==> src/rtl/rlbc_pkg.sv <==
// ----------------------------------------------------------------------------
// rlbc_pkg
// shared widths, codes and reset values of the rgb lamp breathing controller
// ----------------------------------------------------------------------------
package rlbc_pkg;

  localparam int unsigned LightW = 12;
  localparam int unsigned DelayW = 7;
  localparam int unsigned TickW  = 9;
  localparam int unsigned PwmW   = 8;
  localparam int unsigned PresW  = 2;
  localparam int unsigned StepW  = 2;
  localparam int unsigned ModeW  = 3;
  localparam int unsigned LedW   = 4;
  localparam int unsigned CfgIdxW  = 3;
  localparam int unsigned CfgDataW = 12;

  typedef logic [LightW-1:0]   light_t;
  typedef logic [DelayW-1:0]   delay_t;
  typedef logic [TickW-1:0]    tick_t;
  typedef logic [PwmW-1:0]     pwm_t;
  typedef logic [PresW-1:0]    pres_t;
  typedef logic [StepW-1:0]    step_t;
  typedef logic [ModeW-1:0]    mode_t;
  typedef logic [LedW-1:0]     led_t;
  typedef logic [CfgIdxW-1:0]  cfg_idx_t;
  typedef logic [CfgDataW-1:0] cfg_data_t;

  // configuration register indexes
  localparam cfg_idx_t CFG_OFF_THRESHOLD     = 3'd0;
  localparam cfg_idx_t CFG_RESTORE_THRESHOLD = 3'd1;
  localparam cfg_idx_t CFG_RESTORE_DELAY     = 3'd2;
  localparam cfg_idx_t CFG_TICKS_PER_TASK    = 3'd3;
  localparam cfg_idx_t CFG_PWM_PERIOD        = 3'd4;
  localparam cfg_idx_t CFG_DUTY_PRESCALE     = 3'd5;
  localparam cfg_idx_t CFG_DUTY_TOP          = 3'd6;

  // configuration reset values
  localparam light_t RST_OFF_THRESHOLD     = 12'd2048;
  localparam light_t RST_RESTORE_THRESHOLD = 12'd1638;
  localparam delay_t RST_RESTORE_DELAY     = 7'd100;
  localparam tick_t  RST_TICKS_PER_TASK    = 9'd400;
  localparam pwm_t   RST_PWM_PERIOD        = 8'd200;
  localparam pres_t  RST_DUTY_PRESCALE     = 2'd3;
  localparam pwm_t   RST_DUTY_TOP          = 8'd203;

  // lamp modes
  localparam mode_t MODE_WHITE  = 3'd0;
  localparam mode_t MODE_RED    = 3'd1;
  localparam mode_t MODE_GREEN  = 3'd2;
  localparam mode_t MODE_BLUE   = 3'd3;
  localparam mode_t MODE_BREATH = 3'd4;
  localparam mode_t MODE_DARK   = 3'd5;

  // fade steps
  localparam step_t STEP_RB   = 2'd0;
  localparam step_t STEP_BG   = 2'd1;
  localparam step_t STEP_GR   = 2'd2;
  localparam step_t STEP_LAST = 2'd3;

  // led drive patterns
  localparam led_t LED_OFF   = 4'b0000;
  localparam led_t LED_WHITE = 4'b0001;
  localparam led_t LED_RED   = 4'b0010;
  localparam led_t LED_GREEN = 4'b0100;
  localparam led_t LED_BLUE  = 4'b1000;

  localparam int unsigned LedWhiteBit = 0;
  localparam int unsigned LedRedBit   = 1;
  localparam int unsigned LedGreenBit = 2;
  localparam int unsigned LedBlueBit  = 3;

endpackage

==> src/rtl/rlbc_if.sv <==
// ----------------------------------------------------------------------------
// rlbc_in_if / rlbc_out_if
// valid/ready channels for tick beats and lamp result beats
// ----------------------------------------------------------------------------
interface rlbc_in_if;
  logic                  valid;
  logic                  ready;
  logic                  key_level;
  rlbc_pkg::light_t      light_level;

  modport source (output valid, output key_level, output light_level, input ready);
  modport sink   (input valid, input key_level, input light_level, output ready);
endinterface

interface rlbc_out_if;
  logic                  valid;
  logic                  ready;
  logic                  led_white;
  logic                  led_red;
  logic                  led_green;
  logic                  led_blue;
  rlbc_pkg::mode_t       lamp_mode;

  modport source (output valid, output led_white, output led_red, output led_green,
                  output led_blue, output lamp_mode, input ready);
  modport sink   (input valid, input led_white, input led_red, input led_green,
                  input led_blue, input lamp_mode, output ready);
endinterface

==> src/rtl/rgb_lamp_breathing_controller_unit.sv <==
// ----------------------------------------------------------------------------
// rgb_lamp_breathing_controller_unit
// per-tick breathing pwm, light check, key mode cycling and mode apply
// ----------------------------------------------------------------------------
// path: an accepted tick beat goes into the input register, then the state
// update writes its result into the result register
// throughput: one beat per cycle while the lamp side does not stall
// reset: counters and modes cleared, update pending set, leds off,
// configuration registers back to their default values
module rgb_lamp_breathing_controller_unit (
  input  logic                clk_i,
  input  logic                rst_ni,
  input  logic                cfg_we_i,
  input  rlbc_pkg::cfg_idx_t  cfg_idx_i,
  input  rlbc_pkg::cfg_data_t cfg_data_i,
  rlbc_in_if.sink             in_if,
  rlbc_out_if.source          out_if
);
  import rlbc_pkg::*;

  // configuration
  light_t off_thr_q, restore_thr_q;
  delay_t restore_delay_q;
  tick_t  ticks_per_task_q;
  pwm_t   pwm_period_q, duty_top_q;
  pres_t  duty_prescale_q;

  always_ff @(posedge clk_i or negedge rst_ni) begin
    if (!rst_ni) begin
      off_thr_q        <= RST_OFF_THRESHOLD;
      restore_thr_q    <= RST_RESTORE_THRESHOLD;
      restore_delay_q  <= RST_RESTORE_DELAY;
      ticks_per_task_q <= RST_TICKS_PER_TASK;
      pwm_period_q     <= RST_PWM_PERIOD;
      duty_prescale_q  <= RST_DUTY_PRESCALE;
      duty_top_q       <= RST_DUTY_TOP;
    end else if (cfg_we_i) begin
      case (cfg_idx_i)
        CFG_OFF_THRESHOLD:     off_thr_q        <= cfg_data_i[LightW-1:0];
        CFG_RESTORE_THRESHOLD: restore_thr_q    <= cfg_data_i[LightW-1:0];
        CFG_RESTORE_DELAY:     restore_delay_q  <= cfg_data_i[DelayW-1:0];
        CFG_TICKS_PER_TASK:    ticks_per_task_q <= cfg_data_i[TickW-1:0];
        CFG_PWM_PERIOD:        pwm_period_q     <= cfg_data_i[PwmW-1:0];
        CFG_DUTY_PRESCALE:     duty_prescale_q  <= cfg_data_i[PresW-1:0];
        CFG_DUTY_TOP:          duty_top_q       <= cfg_data_i[PwmW-1:0];
        default: ;
      endcase
    end
  end

  // pipeline handshake
  logic   in_vld_q, out_vld_q;
  logic   key_q;
  light_t light_q;
  logic   s1_move, in_take;

  assign s1_move     = in_vld_q && (!out_vld_q || out_if.ready);
  assign in_if.ready = !in_vld_q || s1_move;
  assign in_take     = in_if.valid && in_if.ready;

  always_ff @(posedge clk_i or negedge rst_ni) begin
    if (!rst_ni) begin
      in_vld_q  <= 1'b0;
      out_vld_q <= 1'b0;
    end else begin
      if (in_if.ready) in_vld_q <= in_if.valid;
      if (!out_vld_q || out_if.ready) out_vld_q <= in_vld_q;
    end
  end

  always_ff @(posedge clk_i) begin
    if (in_take) begin
      key_q   <= in_if.key_level;
      light_q <= in_if.light_level;
    end
  end

  // lamp state
  tick_t  tick_q, tick_d;
  pwm_t   pwm_q, pwm_d, duty_q, duty_d;
  pres_t  pres_q, pres_d;
  step_t  step_q, step_d;
  mode_t  mode_q, mode_d, saved_q, saved_d;
  delay_t dark_q, dark_d;
  led_t   led_q, led_d;
  logic   key_held_q, key_held_d, pend_q, pend_d;
  logic   breath_q, breath_d, bright_q, bright_d;
  logic   task_hit;

  always_comb begin
    tick_d     = tick_q + 1'b1;
    pwm_d      = pwm_q;
    duty_d     = duty_q;
    pres_d     = pres_q;
    step_d     = step_q;
    mode_d     = mode_q;
    saved_d    = saved_q;
    dark_d     = dark_q;
    led_d      = led_q;
    key_held_d = key_held_q;
    pend_d     = pend_q;
    breath_d   = breath_q;
    bright_d   = bright_q;

    task_hit = (tick_d >= ticks_per_task_q);
    if (task_hit) tick_d = '0;

    // breathing engine
    if (breath_q) begin
      pwm_d = pwm_q + 1'b1;
      if (pwm_d >= pwm_period_q) begin
        pwm_d  = '0;
        pres_d = pres_q + 1'b1;
        if (pres_d >= duty_prescale_q) begin
          pres_d = '0;
          duty_d = duty_q + 1'b1;
        end
        if (duty_d > duty_top_q) begin
          duty_d = '0;
          step_d = step_q + 1'b1;
          if (step_d == STEP_LAST) step_d = STEP_RB;
        end
      end
      if (duty_d <= pwm_d) begin
        case (step_d)
          STEP_RB: led_d = LED_RED;
          STEP_BG: led_d = LED_BLUE;
          STEP_GR: led_d = LED_GREEN;
          default: ;
        endcase
      end else begin
        case (step_d)
          STEP_RB: led_d = LED_BLUE;
          STEP_BG: led_d = LED_GREEN;
          STEP_GR: led_d = LED_RED;
          default: ;
        endcase
      end
    end

    if (task_hit) begin
      // light check
      if (light_q >= off_thr_q && !bright_q) begin
        bright_d = 1'b1;
        mode_d   = MODE_DARK;
        pend_d   = 1'b1;
        dark_d   = '0;
      end else if (light_q <= restore_thr_q && bright_q) begin
        dark_d = dark_q + 1'b1;
        if (dark_d >= restore_delay_q) begin
          bright_d = 1'b0;
          mode_d   = saved_q;
          pend_d   = 1'b1;
          dark_d   = '0;
        end
      end

      // key check
      if (!bright_d) begin
        if (!key_q && !key_held_q) begin
          key_held_d = 1'b1;
          pend_d     = 1'b1;
          mode_d     = mode_d + 1'b1;
          if (mode_d > MODE_BREATH) mode_d = MODE_WHITE;
          saved_d    = mode_d;
        end else if (key_q) begin
          key_held_d = 1'b0;
        end
      end

      // mode apply
      if (pend_d) begin
        pend_d   = 1'b0;
        pres_d   = '0;
        step_d   = STEP_RB;
        pwm_d    = '0;
        duty_d   = '0;
        breath_d = (mode_d == MODE_BREATH);
        case (mode_d)
          MODE_WHITE: led_d = LED_WHITE;
          MODE_RED:   led_d = LED_RED;
          MODE_GREEN: led_d = LED_GREEN;
          MODE_BLUE:  led_d = LED_BLUE;
          MODE_DARK:  led_d = LED_OFF;
          default: ;
        endcase
      end
    end
  end

  always_ff @(posedge clk_i or negedge rst_ni) begin
    if (!rst_ni) begin
      tick_q     <= '0;
      pwm_q      <= '0;
      duty_q     <= '0;
      pres_q     <= '0;
      step_q     <= STEP_RB;
      mode_q     <= MODE_WHITE;
      saved_q    <= MODE_WHITE;
      dark_q     <= '0;
      led_q      <= LED_OFF;
      key_held_q <= 1'b0;
      pend_q     <= 1'b1;
      breath_q   <= 1'b0;
      bright_q   <= 1'b0;
    end else if (s1_move) begin
      tick_q     <= tick_d;
      pwm_q      <= pwm_d;
      duty_q     <= duty_d;
      pres_q     <= pres_d;
      step_q     <= step_d;
      mode_q     <= mode_d;
      saved_q    <= saved_d;
      dark_q     <= dark_d;
      led_q      <= led_d;
      key_held_q <= key_held_d;
      pend_q     <= pend_d;
      breath_q   <= breath_d;
      bright_q   <= bright_d;
    end
  end

  // result register
  led_t  res_led_q;
  mode_t res_mode_q;

  always_ff @(posedge clk_i) begin
    if (s1_move) begin
      res_led_q  <= led_d;
      res_mode_q <= mode_d;
    end
  end

  assign out_if.valid     = out_vld_q;
  assign out_if.led_white = res_led_q[LedWhiteBit];
  assign out_if.led_red   = res_led_q[LedRedBit];
  assign out_if.led_green = res_led_q[LedGreenBit];
  assign out_if.led_blue  = res_led_q[LedBlueBit];
  assign out_if.lamp_mode = res_mode_q;

endmodule

==> src/flat_wrapper.sv <==
// flat-port wrapper written by rule: the top's interface ports become plain ports
module rgb_lamp_breathing_controller_unit_flat import rlbc_pkg::*;
  (clk_i, rst_ni, cfg_we_i, cfg_idx_i, cfg_data_i, in_if_valid, in_if_key_level, in_if_light_level, in_if_ready, out_if_valid, out_if_led_white, out_if_led_red, out_if_led_green, out_if_led_blue, out_if_lamp_mode, out_if_ready);
  rlbc_in_if in_if_i ();
  rlbc_out_if out_if_i ();
  input  logic clk_i;
  input  logic rst_ni;
  input  logic cfg_we_i;
  input  rlbc_pkg::cfg_idx_t cfg_idx_i;
  input  rlbc_pkg::cfg_data_t cfg_data_i;
  input wire logic [$bits(in_if_i.valid)-1:0] in_if_valid;
  input wire logic [$bits(in_if_i.key_level)-1:0] in_if_key_level;
  input wire logic [$bits(in_if_i.light_level)-1:0] in_if_light_level;
  output wire logic [$bits(in_if_i.ready)-1:0] in_if_ready;
  output wire logic [$bits(out_if_i.valid)-1:0] out_if_valid;
  output wire logic [$bits(out_if_i.led_white)-1:0] out_if_led_white;
  output wire logic [$bits(out_if_i.led_red)-1:0] out_if_led_red;
  output wire logic [$bits(out_if_i.led_green)-1:0] out_if_led_green;
  output wire logic [$bits(out_if_i.led_blue)-1:0] out_if_led_blue;
  output wire logic [$bits(out_if_i.lamp_mode)-1:0] out_if_lamp_mode;
  input wire logic [$bits(out_if_i.ready)-1:0] out_if_ready;
  assign in_if_i.valid = in_if_valid;
  assign in_if_i.key_level = in_if_key_level;
  assign in_if_i.light_level = in_if_light_level;
  assign in_if_ready = in_if_i.ready;
  assign out_if_valid = out_if_i.valid;
  assign out_if_led_white = out_if_i.led_white;
  assign out_if_led_red = out_if_i.led_red;
  assign out_if_led_green = out_if_i.led_green;
  assign out_if_led_blue = out_if_i.led_blue;
  assign out_if_lamp_mode = out_if_i.lamp_mode;
  assign out_if_i.ready = out_if_ready;
  rgb_lamp_breathing_controller_unit u_core (.clk_i(clk_i), .rst_ni(rst_ni), .cfg_we_i(cfg_we_i), .cfg_idx_i(cfg_idx_i), .cfg_data_i(cfg_data_i), .in_if(in_if_i), .out_if(out_if_i));
endmodule
==> config.mk <==
export PLATFORM = sky130hd
export DESIGN_NAME = rgb_lamp_breathing_controller_unit_flat
export DESIGN_NICKNAME = d
export VERILOG_FILES = /design/src/rtl/rlbc_pkg.sv /design/src/rtl/rlbc_if.sv /design/src/rtl/rgb_lamp_breathing_controller_unit.sv /design/src/flat_wrapper.sv
export SDC_FILE = /design/constraint.sdc
export NUM_CORES = 1
export LEC_CHECK = 0
export BUFFER_PORTS_ARGS = -buffer_cell sky130_fd_sc_hd__buf_2
export CELL_PAD_IN_SITES_DETAIL_PLACEMENT = 0
export CELL_PAD_IN_SITES_GLOBAL_PLACEMENT = 1
export CORE_UTILIZATION = 49
export DETAILED_ROUTE_END_ITERATION = 16
export GPL_ROUTABILITY_DRIVEN = 0
export GPL_TIMING_DRIVEN = 0
export PLACE_DENSITY = 0.83
export SLEW_MARGIN = 40
export SYNTH_ARGS = -nofsm -noshare
export SYNTH_HDL_FRONTEND = slang
export SYNTH_SLANG_ARGS = --single-unit
==> constraint.sdc <==
create_clock -name clk_i -period 7.04 [get_ports clk_i]
set_input_delay 1.408 -clock clk_i [delete_from_list [all_inputs] [get_ports clk_i]]
set_output_delay 1.408 -clock clk_i [all_outputs]
set_load 0.01 [all_outputs]
# Word level (Yosys, flattened, before mapping)
# Index checks and enable logic that the tools add are counted.
# word_totals
reg_bits	130
inputBits	33
output_inout_bits	9
word_cells	144
# op_classes
addsub	7
magnitude_cmp	9
n_eq_ne	14
muxes	58
bitwise_logic	1
reduce_logical	29
# op_table
cell	count
$mux 8	14
$mux 3	9
$mux 2	12
$pmux 4 s3	2
$mux 7	3
$pmux 4 s5	1
$add 8x1->8 const B	2
$mux 4	4
$reduce_and 2->1	8
$eq 3x3->1 const B	5
$eq 3x2->1 const B	4
$ge 12x12->1	1
$le 12x12->1	1
$mux 1	12
$add 9x1->9 const B	1
$ge 9x9->1	1
$mux 9	1
$ge 8x8->1	1
$gt 8x8->1	1
$le 8x8->1	1
$reduce_and 4->1	2
$add 7x1->7 const B	1
$ge 7x7->1	1
$eq 3x1->1 const B	2
other kinds (14)	28

# Longest topological paths before layout
# depth
word_depth	16
mapped_depth	27
ltp_nobuf	27

# Worst setup path before layout
# Ideal clock, no wire load.
# synth_path
path_kind	register to register
from	register u_core.duty_prescale_q[0]
to	register u_core.led_q[1]
setup_ps	125
arrival_time_ps	5248
required_time_ps	6915
path_slack_ps	1667
stages_incl_launch_ff	25
n_path_buf	0
period_less_slack_ps	5373
path_cell_list	dfstp_2 ha_1 nand2b_1 a21oi_1 nor2_1 xnor2_1 inv_1 ha_1 a21o_1 a21o_1 a221o_1 a211oi_2 o21ai_0 o31ai_1 ha_1 nand4_1 nor2_1 nand2_1 o21ai_0 a21oi_1 nor2_1 a221o_1 a32o_1 a32o_1 mux2_4
# synth_via
elab_chain_len	15
elab_cells_between_ends	22
cone_classes	3 x order compare; 2 x eq/ne; 16 x mux; 1 x reduce/logical
# synth_rtl
element	line_no	text
start: declaration	rgb_lamp_breathing_controller_unit.sv:26	pres_t duty_prescale_q;
start signal: assignment	rgb_lamp_breathing_controller_unit.sv:44	CFG_DUTY_PRESCALE: duty_prescale_q <= cfg_data_i[PresW-1:0];
$ge 2x2->1 (*)	rgb_lamp_breathing_controller_unit.sv:114	if (pres_d >= duty_prescale_q) begin
$mux 8 (*)	rgb_lamp_breathing_controller_unit.sv:114	
$mux 8 (*)	rgb_lamp_breathing_controller_unit.sv:111	if (pwm_d >= pwm_period_q) begin
$mux 8 (*)	rgb_lamp_breathing_controller_unit.sv:109	if (breath_q) begin
branches (longest 6 deep; another with $gt 8x8->1)	-	
$mux 4 (*)	rgb_lamp_breathing_controller_unit.sv:124	if (duty_d <= pwm_d) begin
$mux 4 (*)	rgb_lamp_breathing_controller_unit.sv:109	
$pmux 4 s5	rgb_lamp_breathing_controller_unit.sv:179	case (mode_d)
$mux 4	rgb_lamp_breathing_controller_unit.sv:172	if (pend_d) begin
$mux 4 (*)	rgb_lamp_breathing_controller_unit.sv:141	if (task_hit) begin
named net u_core.led_d[1]	rgb_lamp_breathing_controller_unit.sv:85	led_t led_q, led_d;
end signal: assignment	rgb_lamp_breathing_controller_unit.sv:215	led_q <= led_d;
end: declaration	rgb_lamp_breathing_controller_unit.sv:85	
# Mark *: on every way through the listed nets, which the timed path passes. The select of a mux whose other input is x is not followed.
# A chain may end at the register's enable or synchronous reset.

# Final worst setup path
# layout_path
from	register u_core.pres_q[0]
to	register u_core.led_q[1]
# layout_via
elab_chain_len	16
elab_cells_between_ends	23
cone_classes	1 x add/sub; 3 x order compare; 2 x eq/ne; 16 x mux; 1 x reduce/logical
# layout_rtl
element	line_no	text
start: declaration	rgb_lamp_breathing_controller_unit.sv:81	pres_t pres_q, pres_d;
start signal: assignment	rgb_lamp_breathing_controller_unit.sv:210	pres_q <= pres_d;
$add 2x1->2 (*)	rgb_lamp_breathing_controller_unit.sv:113	pres_d = pres_q + 1'b1;
$ge 2x2->1 (*)	rgb_lamp_breathing_controller_unit.sv:114	
$mux 8 (*)	rgb_lamp_breathing_controller_unit.sv:114	
$mux 8 (*)	rgb_lamp_breathing_controller_unit.sv:111	
$mux 8 (*)	rgb_lamp_breathing_controller_unit.sv:109	
branches (longest 6 deep; another with $gt 8x8->1)	-	
$mux 4 (*)	rgb_lamp_breathing_controller_unit.sv:124	
$mux 4 (*)	rgb_lamp_breathing_controller_unit.sv:109	
$pmux 4 s5	rgb_lamp_breathing_controller_unit.sv:179	
$mux 4	rgb_lamp_breathing_controller_unit.sv:172	
$mux 4 (*)	rgb_lamp_breathing_controller_unit.sv:141	
named net u_core.led_d[1]	rgb_lamp_breathing_controller_unit.sv:85	
# Marks and branches as above.

==> run_results.csv <==
group,metric,value,unit
run_status,status,"complete, no violations",
drt,via_per_inst,5.66,
yosys,synth-async-reset-ratio,84.6,%
yosys,avgSynthCellArea,9.63,um2
pwr,comb_power_share,31.3,%
layout,diodes,0,
timing,rsz0062_at_grt,"false",
drt,wl_met3,655,um
timing,min_period,6100,ps
job,max-cap-violations,0,
pwr,ir_drop,0.191,mV
clock_network,postCtsSetupBuffers,0,
pwr,seq_power_share,36.7,%
clock_network,cts-resized-gates,0,
clock_network,htreeDepth,4,
clock_network,cts_tree,"built",
timing,timing.final.max_slew_violations,0,
grt,grt_max_degree,76,
clock_network,postCtsHoldBufs,0,
drt,wl_per_cell,16.7,um
clock_network,cts_buffer_depth,2,
placed_design,placed_area,0.00832,mm2
timing,skew,10.4,ps
layout,stdcell_area,0.00891,mm2
clock_network,cts_buffers,17,
min_path,holdCritPathClass,"flip-flop to flip-flop",
timing,tightest_slew,730,ps
floorplanning,rows,45,
floorplanning,dieArea,0.0165,mm2
yosys,synthesis.area,0.00781,mm2
timing,period_share,86.6,%
grt,grt_pass1_wl,30700,um
grt,grt_use_total,24.3,%
placed_design,port_buffers,40,
yosys,syn-num-nets,916,
setup_path,cp_num_buf_inv,1,
setup_path,worstReg2RegEnd,"u_core.led_q[1]",
yosys,synth_ff_type,"dfrtp_1",
floorplanning,die_x,128,um
setup_path,max_stage_delay,440,ps
clock_network,clk_latency,430,ps
setup_path,ff2ff_setup_slack,940,ps
pwr,power_switching,0.947,mW
floorplanning,start_util,50.8,%
pwr,power.total,2.76,mW
setup_path,crit_path_start_kind,"flip-flop",
pwr,p_int,1.81,mW
drt,ant_nets,0,
setup_path,rr_startpoint,"u_core.pres_q[0]",
floorplanning,fp.dieH,128,um
yosys,synthCells,811,
setup_path,required,7350,ps
setup_path,crit_start,"u_core.pres_q[0]",
yosys,synth_edf_count,20,
pwr,powerDensity,310,mW/mm2
pwr,pwr-share-clk,32.0,%
placed_design,dpl.hpwl,13500,um
timing,setup-tns-final,0,ps
floorplanning,coreArea,0.0154,mm2
grt,antenna_found_initial,0,
yosys,synth_seq_area_share,43.3,%
drt,remaining_drc_errors,0,
grt,gr-total-overflow,0,
drt,wirelength,18300,um
setup_path,cp-end-kind,"flip-flop",
clock_network,path_clk_slew,60,ps
setup_path,critPathMaxFanout,10,
layout,area_growth,14.0,%
timing,setup_viol,0,
layout,drive_above_1_share,16.1,%
drt,met2_length,8820,um
timing,hold_viol_final,0,
drt,routed.top_layer,"met4",
min_path,min_from,"u_core.key_held_q",
layout,layout.nets,976,
setup_path,ff2ff_path_depth,25,
setup_path,worst-setup-path-type,"flip-flop to flip-flop",
yosys,synth_cell_types,67,
pwr,swShare,34.3,%
clock_network,clockRootBuffer,"clkbuf_16",
timing,max_slew_margin,50.9,%
timing,max_freq,164,MHz
drt,drt-initial-drc-count,490,
yosys,yosys_warnings,0,
drt,vias,6201,
setup_path,arrival,6410,ps
min_path,holdPathEnd,"u_core.key_held_q",
floorplanning,boundaryPins,42,
yosys,synth-seq-cells,130,
setup_path,crit_family,"compound AO/OA/AOI/OAI gates",
clock_network,cts_num_sinks,130,
setup_path,critPathSlowestCell,"dfrtp_1",
drt,dr.pass1.iters,5,
min_path,hold_depth,2,
drt,wl_met1,8140,um
pwr,leakagePower,3.95,nW
grt,grt_pass1_vias,6308,
[metrics by stage]
stage               std cells  hold slack (ps)  util, %  worst slack, ps
floorplan                 811              438        -             1670
global placement         1062              468     53.8              818
detailed placement       1063              474     54.1              753
CTS                      1095              487     57.9              659
global route             1095              505     57.9              494
finish                   1095              483     57.9              942
[power groups by stage]
stage               registers, mW  clock network (mW)  logic (mW)
CTS                          1.01               0.895       0.862
floorplan                    1.00                   0       0.636
global placement             1.02                   0       0.817
global route                 1.03               0.926       0.977
finish                       1.01               0.883       0.864
detailed placement           1.02                   0       0.853
[cell usage after synthesis, types with 17 or more instances]
master	number	area, um2
o21ai_0	94	470
nor2_1	30	113
a21oi_1	28	140
clkbuf_1	22	82.6
dfstp_2	24	631
nand2b_1	17	106
dfrtp_1	86	2150
edfxtp_1	20	601
ha_1	72	901
nand2_1	111	417
mux2_2	29	327
nand3_1	28	140
inv_1	69	259
[flip-flops by register name, summed over array words and instances, names as in the netlist, 2 cells and up]
signal	flops
u_core.light_q	12
u_core.off_thr_q	12
u_core.restore_thr_q	12
u_core.tick_q	9
u_core.ticks_per_task_q	9
u_core.duty_q	8
u_core.duty_top_q	8
u_core.pwm_period_q	8
u_core.pwm_q	8
u_core.dark_q	7
u_core.restore_delay_q	7
u_core.led_q	4
u_core.res_led_q	4
u_core.mode_q	3
u_core.out_if.lamp_mode	3
u_core.saved_q	3
u_core.duty_prescale_q	2
u_core.pres_q	2
u_core.step_q	2
[kinds of logic after synthesis]
family	after synthesis	synth area share, %
simple gates	246	15.0
fa+ha+maj	72	11.5
mux	31	4.50
flops	130	43.3
buf+inv	96	4.74
xor+xnor	28	3.14
compound gates	208	17.8
[cell type report]
class | count | area (um2)
flip-flops and latches | 130 | 3380
clock inverters | 15 | 156
well taps | 211 | 264
repair buffers | 41 | 238
clock buffers | 17 | 425
plain buffers | 27 | 113
multi-input cells | 585 | 4070
fillers | 1330 | 6460
inverters | 69 | 259
[how the worst max path moves through the flow]
stage                           end  cells after the start
global placement    u_core.led_q[1]                     24
global route        u_core.led_q[1]                     26
floorplan           u_core.led_q[1]                     24
CTS                 u_core.led_q[1]                     25
finish              u_core.led_q[1]                     25
detailed placement  u_core.led_q[1]                     24
[metal layers]
layer	GRT usage [%]	vias to the layer above
met5	0	-
met3	5.09	49
li1	-	3013
met2	40.3	142
met4	12.5	0
met1	29.8	2997
[placed cells by master, fill, tap and decap left out, types with 4 or more instances in the layout]
master / synthesis / routed
a211oi_1: 7 / 7
a21o_1: 14 / 14
a21oi_1: 28 / 27
a22o_1: 9 / 9
a32o_1: 4 / 4
and2_1: 4 / 4
and3_1: 10 / 10
buf_2: 2 / 41
clkbuf_1: 22 / 21
clkbuf_16: 0 / 17
clkinvlp_4: 0 / 4
dfrtp_1: 86 / 86
dfstp_2: 24 / 24
edfxtp_1: 20 / 20
ha_1: 72 / 72
inv_1: 69 / 69
inv_6: 0 / 4
mux2_2: 29 / 29
nand2_1: 111 / 111
nand2b_1: 17 / 17
nand3_1: 28 / 28
nand4_1: 7 / 7
nand4b_1: 4 / 4
nor2_1: 30 / 30
nor3_1: 12 / 12
nor3b_1: 4 / 4
o211ai_1: 7 / 7
o21ai_0: 94 / 94
o31ai_1: 5 / 5
or3_1: 5 / 5
xnor2_1: 15 / 15
xor2_1: 13 / 13
[worst reg2reg max path: cells and delay by family (launching register included)]
kind            cells  cell delay [ps]
simple gates        7              890
buf+inv             1               80
compound gates     12             3120
flops               1              440
fa+ha+maj           3              920
xor+xnor            1              290
mux                 1              260
Note: power is estimated with default switching activity, not from simulation.
